File: config.mk
export PLATFORM = sky130hd
export DESIGN_NAME = wria_ctrl
export DESIGN_NICKNAME = d
export VERILOG_FILES = /design/src/hw/rtl/wria_pkg.sv /design/src/hw/rtl/wria_ctrl.sv
export SDC_FILE = /design/constraint.sdc
export NUM_CORES = 1
export LEC_CHECK = 0
export BUFFER_PORTS_ARGS = -buffer_cell sky130_fd_sc_hd__buf_2
export CELL_PAD_IN_SITES_DETAIL_PLACEMENT = 1
export CELL_PAD_IN_SITES_GLOBAL_PLACEMENT = 1
export CORE_MARGIN = 5
export CORE_UTILIZATION = 42
export CTS_BUF_LIST = sky130_fd_sc_hd__clkbuf_8
export DETAILED_ROUTE_END_ITERATION = 7
export PLACE_DENSITY = 0.86
export SETUP_SLACK_MARGIN = 0.05
export SLEW_MARGIN = 20
export SYNTH_ARGS = -nofsm -noshare
export SYNTH_HDL_FRONTEND = slang
export SYNTH_SLANG_ARGS = --single-unit
File: constraint.sdc
create_clock -name clk -period 2.85 [get_ports clk]
set_input_delay 0.1425 -clock clk [delete_from_list [all_inputs] [get_ports clk]]
set_output_delay 0.1425 -clock clk [all_outputs]
set_load 0.02 [all_outputs]
File: src/hw/rtl/wria_pkg.sv
`timescale 1ns / 1ps
`default_nettype none

package wria_pkg;

    localparam int VALUE_WIDTH_DEF = 32;
    localparam int REG_WIDTH       = 32;

    localparam logic signed [REG_WIDTH-1:0] BOUND_A_RESET = 32'sd0;
    localparam logic signed [REG_WIDTH-1:0] BOUND_B_RESET = 32'sd11;

    localparam logic CFG_BOUND_A = 1'b0;
    localparam logic CFG_BOUND_B = 1'b1;

    typedef enum logic [4:0] {
        OP_LOAD = 5'd0,
        OP_ADD  = 5'd1,
        OP_SUB  = 5'd2,
        OP_RSUB = 5'd3,
        OP_MUL  = 5'd4,
        OP_DIV  = 5'd5,
        OP_RDIV = 5'd6,
        OP_MOD  = 5'd7,
        OP_RMOD = 5'd8,
        OP_XOR  = 5'd9,
        OP_AND  = 5'd10,
        OP_OR   = 5'd11,
        OP_SHL  = 5'd12,
        OP_SHR  = 5'd13,
        OP_RSHL = 5'd14,
        OP_RSHR = 5'd15,
        OP_NOT  = 5'd16,
        OP_NEG  = 5'd17,
        OP_INC  = 5'd18,
        OP_DEC  = 5'd19,
        OP_CMP  = 5'd20
    } opcode_t;

    // divider operand selection; the code also picks where the result is latched (DS_WRAP latches nothing)
    typedef enum logic [3:0] {
        DS_WRAP,
        DS_TRUNC,
        DS_A,
        DS_B,
        DS_EUC,
        DS_BG,
        DS_M2,
        DS_TM,
        DS_X0,
        DS_X
    } div_sel_t;

    typedef enum logic [1:0] {
        K_ERR,
        K_WRAP,
        K_TRUNC,
        K_SEARCH
    } kind_t;

    typedef struct packed {
        logic [4:0]         opcode;
        logic signed [31:0] operand;
        logic               write_back;
    } in_word_t;

    typedef struct packed {
        logic signed [31:0] result_value;
        logic signed [31:0] previous_value;
        logic               op_error;
        logic               is_less;
        logic               is_equal;
    } out_word_t;

    typedef struct packed {
        logic     capture;
        logic     exec;
        logic     div_start;
        div_sel_t div_sel;
        logic     latch;
        logic     euc_mul;
        logic     euc_upd;
        logic     pmul;
        logic     set_err;
        logic     finish;
    } dp_cmd_t;

    typedef struct packed {
        kind_t kind;
        logic  div_done;
        logic  r1_zero;
        logic  bg_fail;
    } dp_stat_t;

endpackage

`default_nettype wire

File: src/hw/rtl/wria_ctrl.sv
`timescale 1ns / 1ps
`default_nettype none

module wria_ctrl (
    input  wire logic              clk,
    input  wire logic              rst_n,
    input  wire logic              in_valid,
    output logic                   in_ready,
    output logic                   out_valid,
    input  wire logic              out_ready,
    output wria_pkg::dp_cmd_t      cmd,
    input  wire wria_pkg::dp_stat_t stat
);

    typedef enum logic [3:0] {
        S_IDLE,
        S_EXEC,
        S_DIV,
        S_ECHK,
        S_EMUL,
        S_EUPD,
        S_PMUL,
        S_FIN,
        S_OUT
    } state_t;

    state_t             state_reg, state_next;
    wria_pkg::div_sel_t sel_reg, sel_next;
    logic               start_reg, start_next;
    logic               div_fin;

    assign div_fin = (state_reg == S_DIV) && stat.div_done;

    always_comb
    begin
        state_next = state_reg;
        sel_next   = sel_reg;
        start_next = 1'b0;
        case (state_reg)
            S_IDLE:
            begin
                if (in_valid)
                begin
                    state_next = S_EXEC;
                end
            end
            S_EXEC:
            begin
                case (stat.kind)
                    wria_pkg::K_WRAP:
                    begin
                        state_next = S_DIV;
                        sel_next   = wria_pkg::DS_WRAP;
                        start_next = 1'b1;
                    end
                    wria_pkg::K_TRUNC:
                    begin
                        state_next = S_DIV;
                        sel_next   = wria_pkg::DS_TRUNC;
                        start_next = 1'b1;
                    end
                    wria_pkg::K_SEARCH:
                    begin
                        state_next = S_DIV;
                        sel_next   = wria_pkg::DS_A;
                        start_next = 1'b1;
                    end
                    default: state_next = S_FIN;
                endcase
            end
            S_DIV:
            begin
                if (stat.div_done)
                begin
                    state_next = S_DIV;
                    start_next = 1'b1;
                    case (sel_reg)
                        wria_pkg::DS_TRUNC: sel_next = wria_pkg::DS_WRAP;
                        wria_pkg::DS_A:     sel_next = wria_pkg::DS_B;
                        wria_pkg::DS_B:
                        begin
                            state_next = S_ECHK;
                            start_next = 1'b0;
                        end
                        wria_pkg::DS_EUC:
                        begin
                            state_next = S_EMUL;
                            start_next = 1'b0;
                        end
                        wria_pkg::DS_BG:
                        begin
                            if (stat.bg_fail)
                            begin
                                state_next = S_FIN;
                                start_next = 1'b0;
                            end
                            else
                            begin
                                sel_next = wria_pkg::DS_M2;
                            end
                        end
                        wria_pkg::DS_M2:    sel_next = wria_pkg::DS_TM;
                        wria_pkg::DS_TM:
                        begin
                            state_next = S_PMUL;
                            start_next = 1'b0;
                        end
                        wria_pkg::DS_X0:    sel_next = wria_pkg::DS_X;
                        wria_pkg::DS_X:     sel_next = wria_pkg::DS_WRAP;
                        default:
                        begin
                            state_next = S_FIN;
                            start_next = 1'b0;
                        end
                    endcase
                end
            end
            S_ECHK:
            begin
                state_next = S_DIV;
                start_next = 1'b1;
                sel_next   = stat.r1_zero ? wria_pkg::DS_BG : wria_pkg::DS_EUC;
            end
            S_EMUL: state_next = S_EUPD;
            S_EUPD: state_next = S_ECHK;
            S_PMUL:
            begin
                state_next = S_DIV;
                sel_next   = wria_pkg::DS_X0;
                start_next = 1'b1;
            end
            S_FIN:  state_next = S_OUT;
            S_OUT:
            begin
                if (out_ready)
                begin
                    state_next = S_IDLE;
                end
            end
            default: state_next = S_IDLE;
        endcase
    end

    always_ff @(posedge clk or negedge rst_n)
    begin
        if (!rst_n)
        begin
            state_reg <= S_IDLE;
            sel_reg   <= wria_pkg::DS_WRAP;
            start_reg <= 1'b0;
        end
        else
        begin
            state_reg <= state_next;
            sel_reg   <= sel_next;
            start_reg <= start_next;
        end
    end

    assign in_ready  = (state_reg == S_IDLE);
    assign out_valid = (state_reg == S_OUT);

    assign cmd.capture   = (state_reg == S_IDLE) && in_valid;
    assign cmd.exec      = (state_reg == S_EXEC);
    assign cmd.div_start = start_reg;
    assign cmd.div_sel   = sel_reg;
    assign cmd.latch     = div_fin;
    assign cmd.euc_mul   = (state_reg == S_EMUL);
    assign cmd.euc_upd   = (state_reg == S_EUPD);
    assign cmd.pmul      = (state_reg == S_PMUL);
    assign cmd.set_err   = ((state_reg == S_EXEC) && stat.kind == wria_pkg::K_ERR) ||
                           (div_fin && sel_reg == wria_pkg::DS_BG && stat.bg_fail);
    assign cmd.finish    = (state_reg == S_FIN);

`ifndef SYNTHESIS
    a_start_in_div: assert property (@(posedge clk) disable iff (!rst_n)
        start_reg |-> state_reg == S_DIV)
        else $error("divider start outside division state");

    a_fin_to_out: assert property (@(posedge clk) disable iff (!rst_n)
        state_reg == S_FIN |=> state_reg == S_OUT)
        else $error("finish not followed by output");

    a_out_hold: assert property (@(posedge clk) disable iff (!rst_n)
        (state_reg == S_OUT && !out_ready) |=> state_reg == S_OUT)
        else $error("result dropped while stalled");

    a_latch_not_start: assert property (@(posedge clk) disable iff (!rst_n)
        cmd.latch |-> !start_reg)
        else $error("divider result taken in its start cycle");
`endif

endmodule

`default_nettype wire

==> summary.md, run 1 <==
| Metric | Value |
|---|---|
| Least-Margin Pin Slew | `0.656 ns` |
| Initial cell density of the core | `44.6%` |
| WL/cell | `17.5 um` |
| Root Driver | `clkbuf_8` |
| Max Root-Sink Buffers | `2` |
| Row Count | `16` |
| Mapped Area | `885 um2` |
| Total stage count of the critical path | `5` |
| Die extent in x | `55.9 um` |
| Routing usage on met2 | `30.9%` |
| Largest net degree at the start of global routing | `20` |
| WL final | `2630 um` |
| Worst-path clk slew | `0.05 ns` |
| Post-synth top area cell | `dfrtp_1` |
| # port buffers | `23` |
| Post-Place Cells | `145` |
| Vias in the first global route | `927` |
| Initial DRC count | `21` |
| Antenna violations before repair | `0` |
| Final Hold Viols | `0` |
| Worst setup EP type | `output port` |
| Post-synth top cells | `dfrtp_1, clkbuf_1` |
| Synth top area cells | `dfrtp_1, ha_1, mux2_1, a21oi_1, clkbuf_1` |
| CTS Buf Count | `3` |
| Syn Nets | `121` |
| Cells on worst reg2reg path | `4` |
| Max-slew violation count | `0` |
| CP Launch Type | `flop` |
| Hold Path Depth | `3` |
| CTS resizes | `0` |
| Setup TNS | `0 ns` |
| Final #Nets | `137` |
| Pwr dens | `1140 nW/um2` |
| Routability congestion estimate from global placement | `0.847` |
| Core ar. | `1980 um2` |
| Final setup vio count | `0` |
| Critical path's top delay family | `simple AND/OR/NAND/NOR gates` |
| YS warnings | `0` |
| Post-DRT Antenna Nets | `0` |
| Max-cap check violation count | `0` |
| Drt pass-1 iters | `4` |
| Global-route wire length before repair | `4470 um` |
| Ports | `24` |
| GRT Resource Usage Total | `17.7%` |
| Worst Hold Class | `in -> reg` |
| Ys async rst share | `100%` |
| Worst-Skew Late Latency | `0.23 ns` |
| Crit path max-delay cell type | `dfrtp_1` |
| Share of cells above drive strength 1 | `27.6%` |
| Crit path kind | `reg -> out` |
| Worst path arrival time | `1.91 ns` |
| CP peak stage delay | `0.57 ns` |
| Top cell type's share of synthesized area | `25.5%` |
| Global Route met1 Usage | `21.6%` |
| Via Count | `884` |
| Via-to-Cell Ratio | `5.89` |
| Critical-path cell list | `nand2b_1 -> nor3_4 -> nand2_1 -> o2bb2ai_1 -> buf_2` |
| Fin crit share | `71.9%` |
| Die span in y | `55.9 um` |
| RSZ-0062 raised after global routing | `no` |
| Clock sinks | `9` |
| Gr ovfl total | `0` |
| Post-synth EDFFs | `0` |
| Top FF cell, synth | `dfrtp_1` |
| Minimum clock period | `2.05 ns` |
| Max_slew headroom | `56.3%` |
| Final cell count without fillers | `150` |
| Setup bufs post-CTS | `0` |
| Area growth, synth to finish | `15.7%` |
| Pleak | `0.000488 uW` |
| Gr busiest metal | `met2` |
| Syn avg cell area | `8.19 um2` |
| Residual DRC count | `0` |
| CTS tree | `yes` |
| Global routing usage on met3 | `1.62%` |
| Fmax | `488 MHz` |
| Die area | `3120 um2` |
| Htree depth | `1` |
| Most frequent cell after synthesis | `dfrtp_1` |
| Synthesized flop and latch total | `9` |
| Cts hold-fix bufs | `1` |
| Antenna Diode Count | `0` |
| Sequential share of the synthesized area | `25.5%` |
| Maximum vdd ir drop | `0.601 mV` |
| Mapped Cells | `108` |
| Outcome | `complete, no violations` |
| Clock skew | `0.00330 ns` |
| Netlist cell types | `45` |
| Crit path required time | `2.71 ns` |
| Worst Path Buf+Inv | `1` |
| Worst-path maximum fanout | `18` |
| Hpwl dp | `1950 um` |
-- path summary, 6_finish.rpt --
kind | endpoint | from | slack (ns)
min | state_reg[3]$_DFFE_PN0P_ | out_ready | 0.17
max | cmd[1] | state_reg[0]$_DFFE_PN0P_ | 0.80
max reg2reg | sel_reg[0]$_DFFE_PN0P_ | state_reg[2]$_DFFE_PN0P_ | 0.90
max in group asynchronous | sel_reg[0]$_DFFE_PN0P_ | rst_n | 2.37
min reg2reg | sel_reg[3]$_DFFE_PN0P_ | sel_reg[3]$_DFFE_PN0P_ | 0.75
min in group asynchronous | state_reg[1]$_DFFE_PN0P_ | rst_n | 0.30
-- through the flow --
stage / utilization (%) / instance area, um2 / hold slack (ns) / total power [uW] / worst slack, ns
2_1_floorplan: - / 885 / -0.153 / 859 / 0.911
3_3_place_gp: 48.9 / 968 / 0.00292 / 985 / 0.979
3_5_place_dp: 48.9 / 968 / 0.00933 / 1010 / 0.919
4_1_cts: 51.6 / 1020 / 0.176 / 1170 / 0.783
5_1_grt: 51.6 / 1020 / 0.203 / 1260 / 0.686
6_report: 51.6 / 1020 / 0.173 / 1170 / 0.801
-- layout by cell type, fill, tap and decap left out, types with 2 or more instances in the layout --
cell / synthesis / final
mux2_1: 3 / 3
o21ai_0: 5 / 5
o41ai_1: 2 / 2
buf_2: 1 / 23
nand3_1: 3 / 3
nand2b_1: 2 / 2
nor2b_1: 4 / 4
clkbuf_8: 0 / 3
a31oi_1: 4 / 4
nor3b_1: 3 / 3
nor4_1: 2 / 2
a21oi_1: 6 / 6
nor2_1: 6 / 6
inv_1: 6 / 7
nand2_1: 6 / 6
ha_1: 4 / 4
nor3_1: 4 / 4
a21o_1: 3 / 3
dfrtp_1: 9 / 9
-- worst reg2reg max path, delay by kind of cell, from the launching register on --
kind	cells	cell delay (ns)
muxes	1	0.32
DFF	1	0.62
AOI/OAI and AO/OA	2	0.26
and+or+nand+nor	1	0.64
-- power by group --
group,internal (uW),switching [uW],total [uW]
logic,302,370,672
registers,177,172,349
clock network,93.9,51.9,146
-- logic make-up (layout without fill, tap and decap cells) --
logic type | after synthesis | after routing | share of synthesized area (%)
compound gates | 33 | 33 | 27.4
xor+xnor | 1 | 1 | 0.990
fa+ha+maj | 4 | 4 | 5.66
buf+inv | 20 | 35 | 10.3
flops | 9 | 9 | 25.5
mux | 5 | 5 | 6.22
simple gates | 36 | 36 | 23.9
-- area by class of cell --
cell class / count / area [um2]
clock inverter: 1 / 3.75
sequential: 9 / 225
inverter: 7 / 26.3
timing repair buffer: 24 / 125
tap: 27 / 33.8
fill: 259 / 958
multi-input combinational: 79 / 568
clock buffer: 3 / 41.3
-- routing by layer --
metal  routed length, um  vias to the layer above
met2                1280                       32
li1                    -                      422
met4                  77                        0
met1                1120                      422
met5                   0                        -
met3                 148                        8
Note: power is estimated with default switching activity, not from simulation.
==> run 2: changes to the inputs <==
--- a/config.mk
+++ b/config.mk
@@ -9,10 +9,10 @@
 export CELL_PAD_IN_SITES_DETAIL_PLACEMENT = 1
 export CELL_PAD_IN_SITES_GLOBAL_PLACEMENT = 1
 export CORE_MARGIN = 5
-export CORE_UTILIZATION = 42
+export CORE_UTILIZATION = 35
 export CTS_BUF_LIST = sky130_fd_sc_hd__clkbuf_8
 export DETAILED_ROUTE_END_ITERATION = 7
-export PLACE_DENSITY = 0.86
+export PLACE_DENSITY = 0.76
 export SETUP_SLACK_MARGIN = 0.05
 export SLEW_MARGIN = 20
 export SYNTH_ARGS = -nofsm -noshare
==> constraint.sdc (replaced) <==
create_clock -name clk -period 1.8 [get_ports clk]
set_input_delay 0.09 -clock clk [delete_from_list [all_inputs] [get_ports clk]]
set_output_delay 0.09 -clock clk [all_outputs]
set_load 0.02 [all_outputs]
==> run 2 against run 1 <==
Critical path depth unchanged. Largest power group unchanged. Critical path type unchanged. Worst hold slack worse by 0.031 ns. Utilization decreased by 5.3 points. Die area increased by 16%.
==> summary.md, run 2 (same netlist as run 1, synthesis figures left out) <==
| Metric | Value |
|---|---|
| Ports | `24` |
| Sequential Power Share | `19.2%` |
| CP peak stage delay | `0.45 ns` |
| Outcome | `complete, no violations` |
| Htree depth | `1` |
| Setup ws final | `0.138 ns` |
| Crit path required time | `1.71 ns` |
| WL final | `2680 um` |
| # port buffers | `23` |
| Area growth, synth to finish | `28.7%` |
| Core ar. | `2450 um2` |
| Fin crit share | `92.3%` |
| Die span in y | `60.3 um` |
| CTS Buf Count | `3` |
| Vias in the first global route | `937` |
| Die extent in x | `60.3 um` |
| Routability congestion estimate from global placement | `0.832` |
| Drt pass-1 iters | `4` |
| Final #Nets | `146` |
| Worst slack at placement | `0.158 ns` |
| Die area | `3630 um2` |
| Worst Hold Class | `in -> reg` |
| Crit path max-delay cell type | `dfrtp_1` |
| Worst-path clk slew | `0.04 ns` |
| Hold path start | `out_ready` |
| Sw Ratio | `48.3%` |
| Via-to-Cell Ratio | `5.80` |
| Minimum clock period | `1.66 ns` |
| Power Internal | `1070 uW` |
| Row Count | `18` |
| Largest net degree at the start of global routing | `19` |
| Hpwl dp | `2000 um` |
| Root Driver | `clkbuf_8` |
| Core Util, Final | `46.4%` |
| Maximum vdd ir drop | `0.928 mV` |
| RSZ-0062 raised after global routing | `yes` |
| Critical-path cell list | `nor2b_1 -> buf_4 -> nand3_1 -> o2bb2ai_1 -> buf_4` |
| Share of cells above drive strength 1 | `37.1%` |
| FF-to-FF End | `sel_reg[0]$_DFFE_PN0P_` |
| Final setup vio count | `0` |
| Global-route wire length before repair | `4330 um` |
| Worst setup EP type | `output port` |
| Crit path kind | `reg -> out` |
| Max_slew headroom | `76.6%` |
| Fmax | `602 MHz` |
| Worst-Skew Late Latency | `0.23 ns` |
| Pleak | `0.000546 uW` |
| Least-Margin Pin Slew | `0.351 ns` |
| Via Count | `939` |
| Logic gate share of total power | `69.9%` |
| Clock skew | `0.000905 ns` |
| CTS tree | `yes` |
| Cells on worst reg2reg path | `5` |
| Initial cell density of the core | `36.0%` |
| Pwr dens | `1830 nW/um2` |
| Commonest non-fill, non-tap cell in the layout | `buf_2` |
| Worst path arrival time | `1.57 ns` |
| Commonest non-fill, non-tap cells in the layout | `buf_2, buf_4, dfrtp_1` |
| Gr ovfl total | `0` |
| Initial DRC count | `25` |
| Most used cell, CP | `buf_4` |
| Worst-path maximum fanout | `8` |
| Antenna Diode Count | `0` |
| Final Hold Viols | `0` |
| Max Root-Sink Buffers | `2` |
| Hold Path End | `state_reg[3]$_DFFE_PN0P_` |
| Max-slew violation count | `0` |
| Clock power frac | `11.0%` |
| Post-DRT Antenna Nets | `0` |
| GRT Resource Usage Total | `16.2%` |
| Hold Path Depth | `3` |
| Antenna violations before repair | `0` |
| Net Switching | `1000 uW` |
| Max-cap check violation count | `0` |
| Residual DRC count | `0` |
| Clock sinks | `9` |
| Setup TNS | `0 ns` |
| R2R Path Start | `state_reg[1]$_DFFE_PN0P_` |
| FF-to-FF setup slack | `0.16 ns` |
| CP Launch Type | `flop` |
| WL/cell | `16.5 um` |
## run 2: cell count changes in the layout (fill, tap and decap cells not counted), sizes merged
cell / previous run / this run
buf: 23 / 32
## run 2: how the worst max path moves through the flow
stage	startpoint	end	slack (ns)	cells after the start
after global placement	sel_reg[3]$_DFFE_PN0P_	sel_reg[1]$_DFFE_PN0P_	0.21	4
after detailed placement	sel_reg[3]$_DFFE_PN0P_	sel_reg[0]$_DFFE_PN0P_	0.16	4
after global routing	sel_reg[0]$_DFFE_PN0P_	cmd[1]	0.02	5
final	sel_reg[0]$_DFFE_PN0P_	cmd[1]	0.14	5
after CTS	state_reg[0]$_DFFE_PN0P_	cmd[1]	0.09	6
after floorplan	sel_reg[1]$_DFFE_PN0P_	sel_reg[0]$_DFFE_PN0P_	0.09	5
## run 2: layout make-up
type	instances	area, um2
Fill cell	310	1320
Multi-Input combinational cell	79	596
Sequential cell	9	226
Inverter	7	26.3
Clock buffer	3	41.3
Clock inverter	1	3.75
Timing Repair Buffer	33	208
Tap cell	30	37.5
## run 2: power groups by stage
stage / sequential, uW / clock [uW] / combinational, uW
2_1_floorplan: 368 / 0 / 1010
3_3_place_gp: 393 / 0 / 1360
3_5_place_dp: 398 / 0 / 1400
4_1_cts: 396 / 233 / 1440
5_1_grt: 418 / 247 / 1570
6_report: 398 / 228 / 1450
## run 2: routing by layer
layer	track usage, %	vias up	routed length (um)
met4	10.8	0	76
met2	24.5	28	1230
met1	21.6	462	1250
li1	-	441	-
met5	0	-	0
met3	1.51	8	121
## run 2: worst max-delay path, delay by kind of cell (launching register included)
kind / cells / cell delay, ns
buffers and inverters: 2 / 0.33
flip-flops: 1 / 0.45
AO/OA/AOI/OAI: 1 / 0.15
AND/OR/NAND/NOR: 2 / 0.40
## run 2: metrics by stage
step	area, um2	std cells	power (uW)	hold WS, ns
2_1_floorplan	902	108	1380	-0.206
3_3_place_gp	1060	156	1760	-0.0566
3_5_place_dp	1060	156	1790	-0.0482
4_1_cts	1130	162	2070	0.139
5_1_grt	1140	162	2240	0.144
6_report	1140	162	2080	0.142
## run 2: timing repair
action | 4_1_cts | 5_1_grt
resized for setup | 2 | 2
pin swaps | 1 | 1
hold buffers | 1 | 0
setup buffers | 1 | 0
hold endpoints to repair | 9 | 0
cloned | 0 | 0
endpoints found under the setup margin | 1 | 4
==> run 3: changes to the inputs <==
==> constraint.sdc (replaced) <==
create_clock -name clk -period 1.4 [get_ports clk]
set_input_delay 0.07 -clock clk [delete_from_list [all_inputs] [get_ports clk]]
set_output_delay 0.07 -clock clk [all_outputs]
set_load 0.02 [all_outputs]
==> run 3 against run 2 <==
The flow now finishes with violations (negative setup slack). Non-clock buffer count up 28. Sequential power up 23%. Via count up 21%. Utilization up 16 points. Clock skew about the same. Global-route usage up 8.0 points. Highest routed layer unchanged. Power up 87%. Setup slack worse by 0.39 ns. Clock power up 28%. Cell area up 35%. Sequential cell count unchanged. Sequential share of layout area down 5.1 points.
==> summary.md, run 3 (same netlist as run 1, synthesis figures left out) <==
| Metric | Value |
|---|---|
| Outcome | `finished with violations` |
| Violated checks | `negative setup slack` |
| Initial DRC count | `39` |
| Antenna violations before repair | `0` |
| Filler cells | `286` |
| Clock sinks | `9` |
| Max-cap check violation count | `0` |
| Commonest non-fill, non-tap cells in the layout | `buf_4, buf_2, buf_6` |
| Die span in y | `60.3 um` |
| Share of cells above drive strength 1 | `57.5%` |
| Crit path required time | `1.51 ns` |
| Post-DRT Antenna Nets | `0` |
| Crit path kind | `reg -> reg` |
| Commonest non-fill, non-tap cell in the layout | `buf_4` |
| Pwr dens | `2530 nW/um2` |
| Ports | `24` |
| Pleak | `0.000738 uW` |
| Final setup vio count | `17` |
| CTS Buf Count | `3` |
| Via Count | `1135` |
| Row Count | `18` |
| Global-route wire length before repair | `6320 um` |
| Via-to-Cell Ratio | `5.97` |
| Routability congestion estimate from global placement | `0.944` |
| Area growth, synth to finish | `73.6%` |
| Gr ovfl total | `0` |
| Largest net degree at the start of global routing | `17` |
| Worst Hold Class | `in -> reg` |
| Worst-Skew Late Latency | `0.23 ns` |
| Total Power | `3890 uW` |
| Htree depth | `1` |
| Die extent in x | `60.3 um` |
| Residual DRC count | `0` |
| Max_slew headroom | `77.9%` |
| Root Driver | `clkbuf_8` |
| Worst path arrival time | `1.77 ns` |
| GRT Resource Usage Total | `24.2%` |
| Fin crit share | `118%` |
| Maximum vdd ir drop | `1.67 mV` |
| CP Launch Type | `flop` |
| Worst-path clk slew | `0.05 ns` |
| Vias in the first global route | `1168` |
| WL/cell | `21.9 um` |
| Sequential cell area | `228 um2` |
| Final #Nets | `174` |
| Final Hold Viols | `0` |
| Max-slew violation count | `0` |
| Least-Margin Pin Slew | `0.328 ns` |
| Initial cell density of the core | `36.0%` |
| Core ar. | `2450 um2` |
| Worst setup EP type | `flop` |
| Fmax | `604 MHz` |
| CTS tree | `yes` |
| Die area | `3630 um2` |
| # port buffers | `23` |
| Setup ws final | `-0.257 ns` |
| FF-to-FF setup slack | `-0.26 ns` |
| Clock skew | `0.00102 ns` |
| Antenna Diode Count | `0` |
| WL final | `4160 um` |
| Drt pass-1 iters | `4` |
| Hpwl dp | `2430 um` |
| RSZ-0062 raised after global routing | `yes` |
| Multi-input gate area | `702 um2` |
| Worst-path maximum fanout | `3` |
| Core Util, Final | `62.5%` |
| Max Root-Sink Buffers | `2` |
| Minimum clock period | `1.66 ns` |
==> run 3: worst max-delay path, stage by stage, from the launching register on <==
cell	delay [ns]
dfrtp_1	0.37
or4b_4	0.55
o221ai_4	0.23
a21oi_4	0.08
mux2_4	0.32
==> run 3: final timing paths <==
check / startpoint / endpoint / cells after the start
max in group asynchronous: rst_n / sel_reg[3]$_DFFE_PN0P_ / 2
max: state_reg[3]$_DFFE_PN0P_ / sel_reg[0]$_DFFE_PN0P_ / 4
min reg2reg: sel_reg[2]$_DFFE_PN0P_ / sel_reg[2]$_DFFE_PN0P_ / 1
max reg2reg: state_reg[3]$_DFFE_PN0P_ / sel_reg[0]$_DFFE_PN0P_ / 4
min in group asynchronous: rst_n / sel_reg[1]$_DFFE_PN0P_ / 2
min: out_ready / state_reg[3]$_DFFE_PN0P_ / 3
==> run 3: power breakdown <==
part	switching [uW]	internal, uW	leakage, uW
registers	120	369	0.000113
clock network	101	191	0.0000269
logic	1550	1550	0.000599
==> run 3: layer usage <==
layer	routed length [um]	vias to the layer above	share of wire [%]	GRT usage, %
li1	-	499	-	-
met1	1700	570	41	29.0
met2	2070	47	50	42.7
met3	244	19	5.9	3.46
met4	147	0	3.5	9.49
met5	0	-	0	0
==> run 3: final cells by class <==
class                   instances  share of cell area [%]
clock buffers                   3                    2.69
clock inverters                 1                   0.244
inverters                       7                    1.87
multi-input cells              79                    45.7
flip-flops and latches          9                    14.8
well taps                      30                    2.44
repair buffers                 61                    32.2
==> run 3: stage by stage <==
stage / area (um2) / setup TNS, ns / hold slack [ns] / setup WS [ns] / cells
finish: 1540 / -2.66 / 0.167 / -0.257 / 190
global route: 1540 / -3.92 / 0.190 / -0.307 / 190
CTS: 1440 / -2.00 / 0.146 / -0.258 / 186
detailed placement: 1180 / -1.05 / -0.0667 / -0.255 / 172
global placement: 1180 / -0.722 / -0.0765 / -0.184 / 172
floorplan: 927 / -1.33 / -0.226 / -0.283 / 108
==> run 3: timing repair <==
| action | CTS | global route |
|---|---|---|
| gates resized for setup | 29 | 11 |
| pin swaps | 9 | 7 |
| hold buffers | 1 | 0 |
| buffers inserted | 7 | 4 |
| hold endpoints to repair | 9 | 0 |
| endpoints found under the setup margin | 17 | 18 |
| cloned | 2 | 0 |
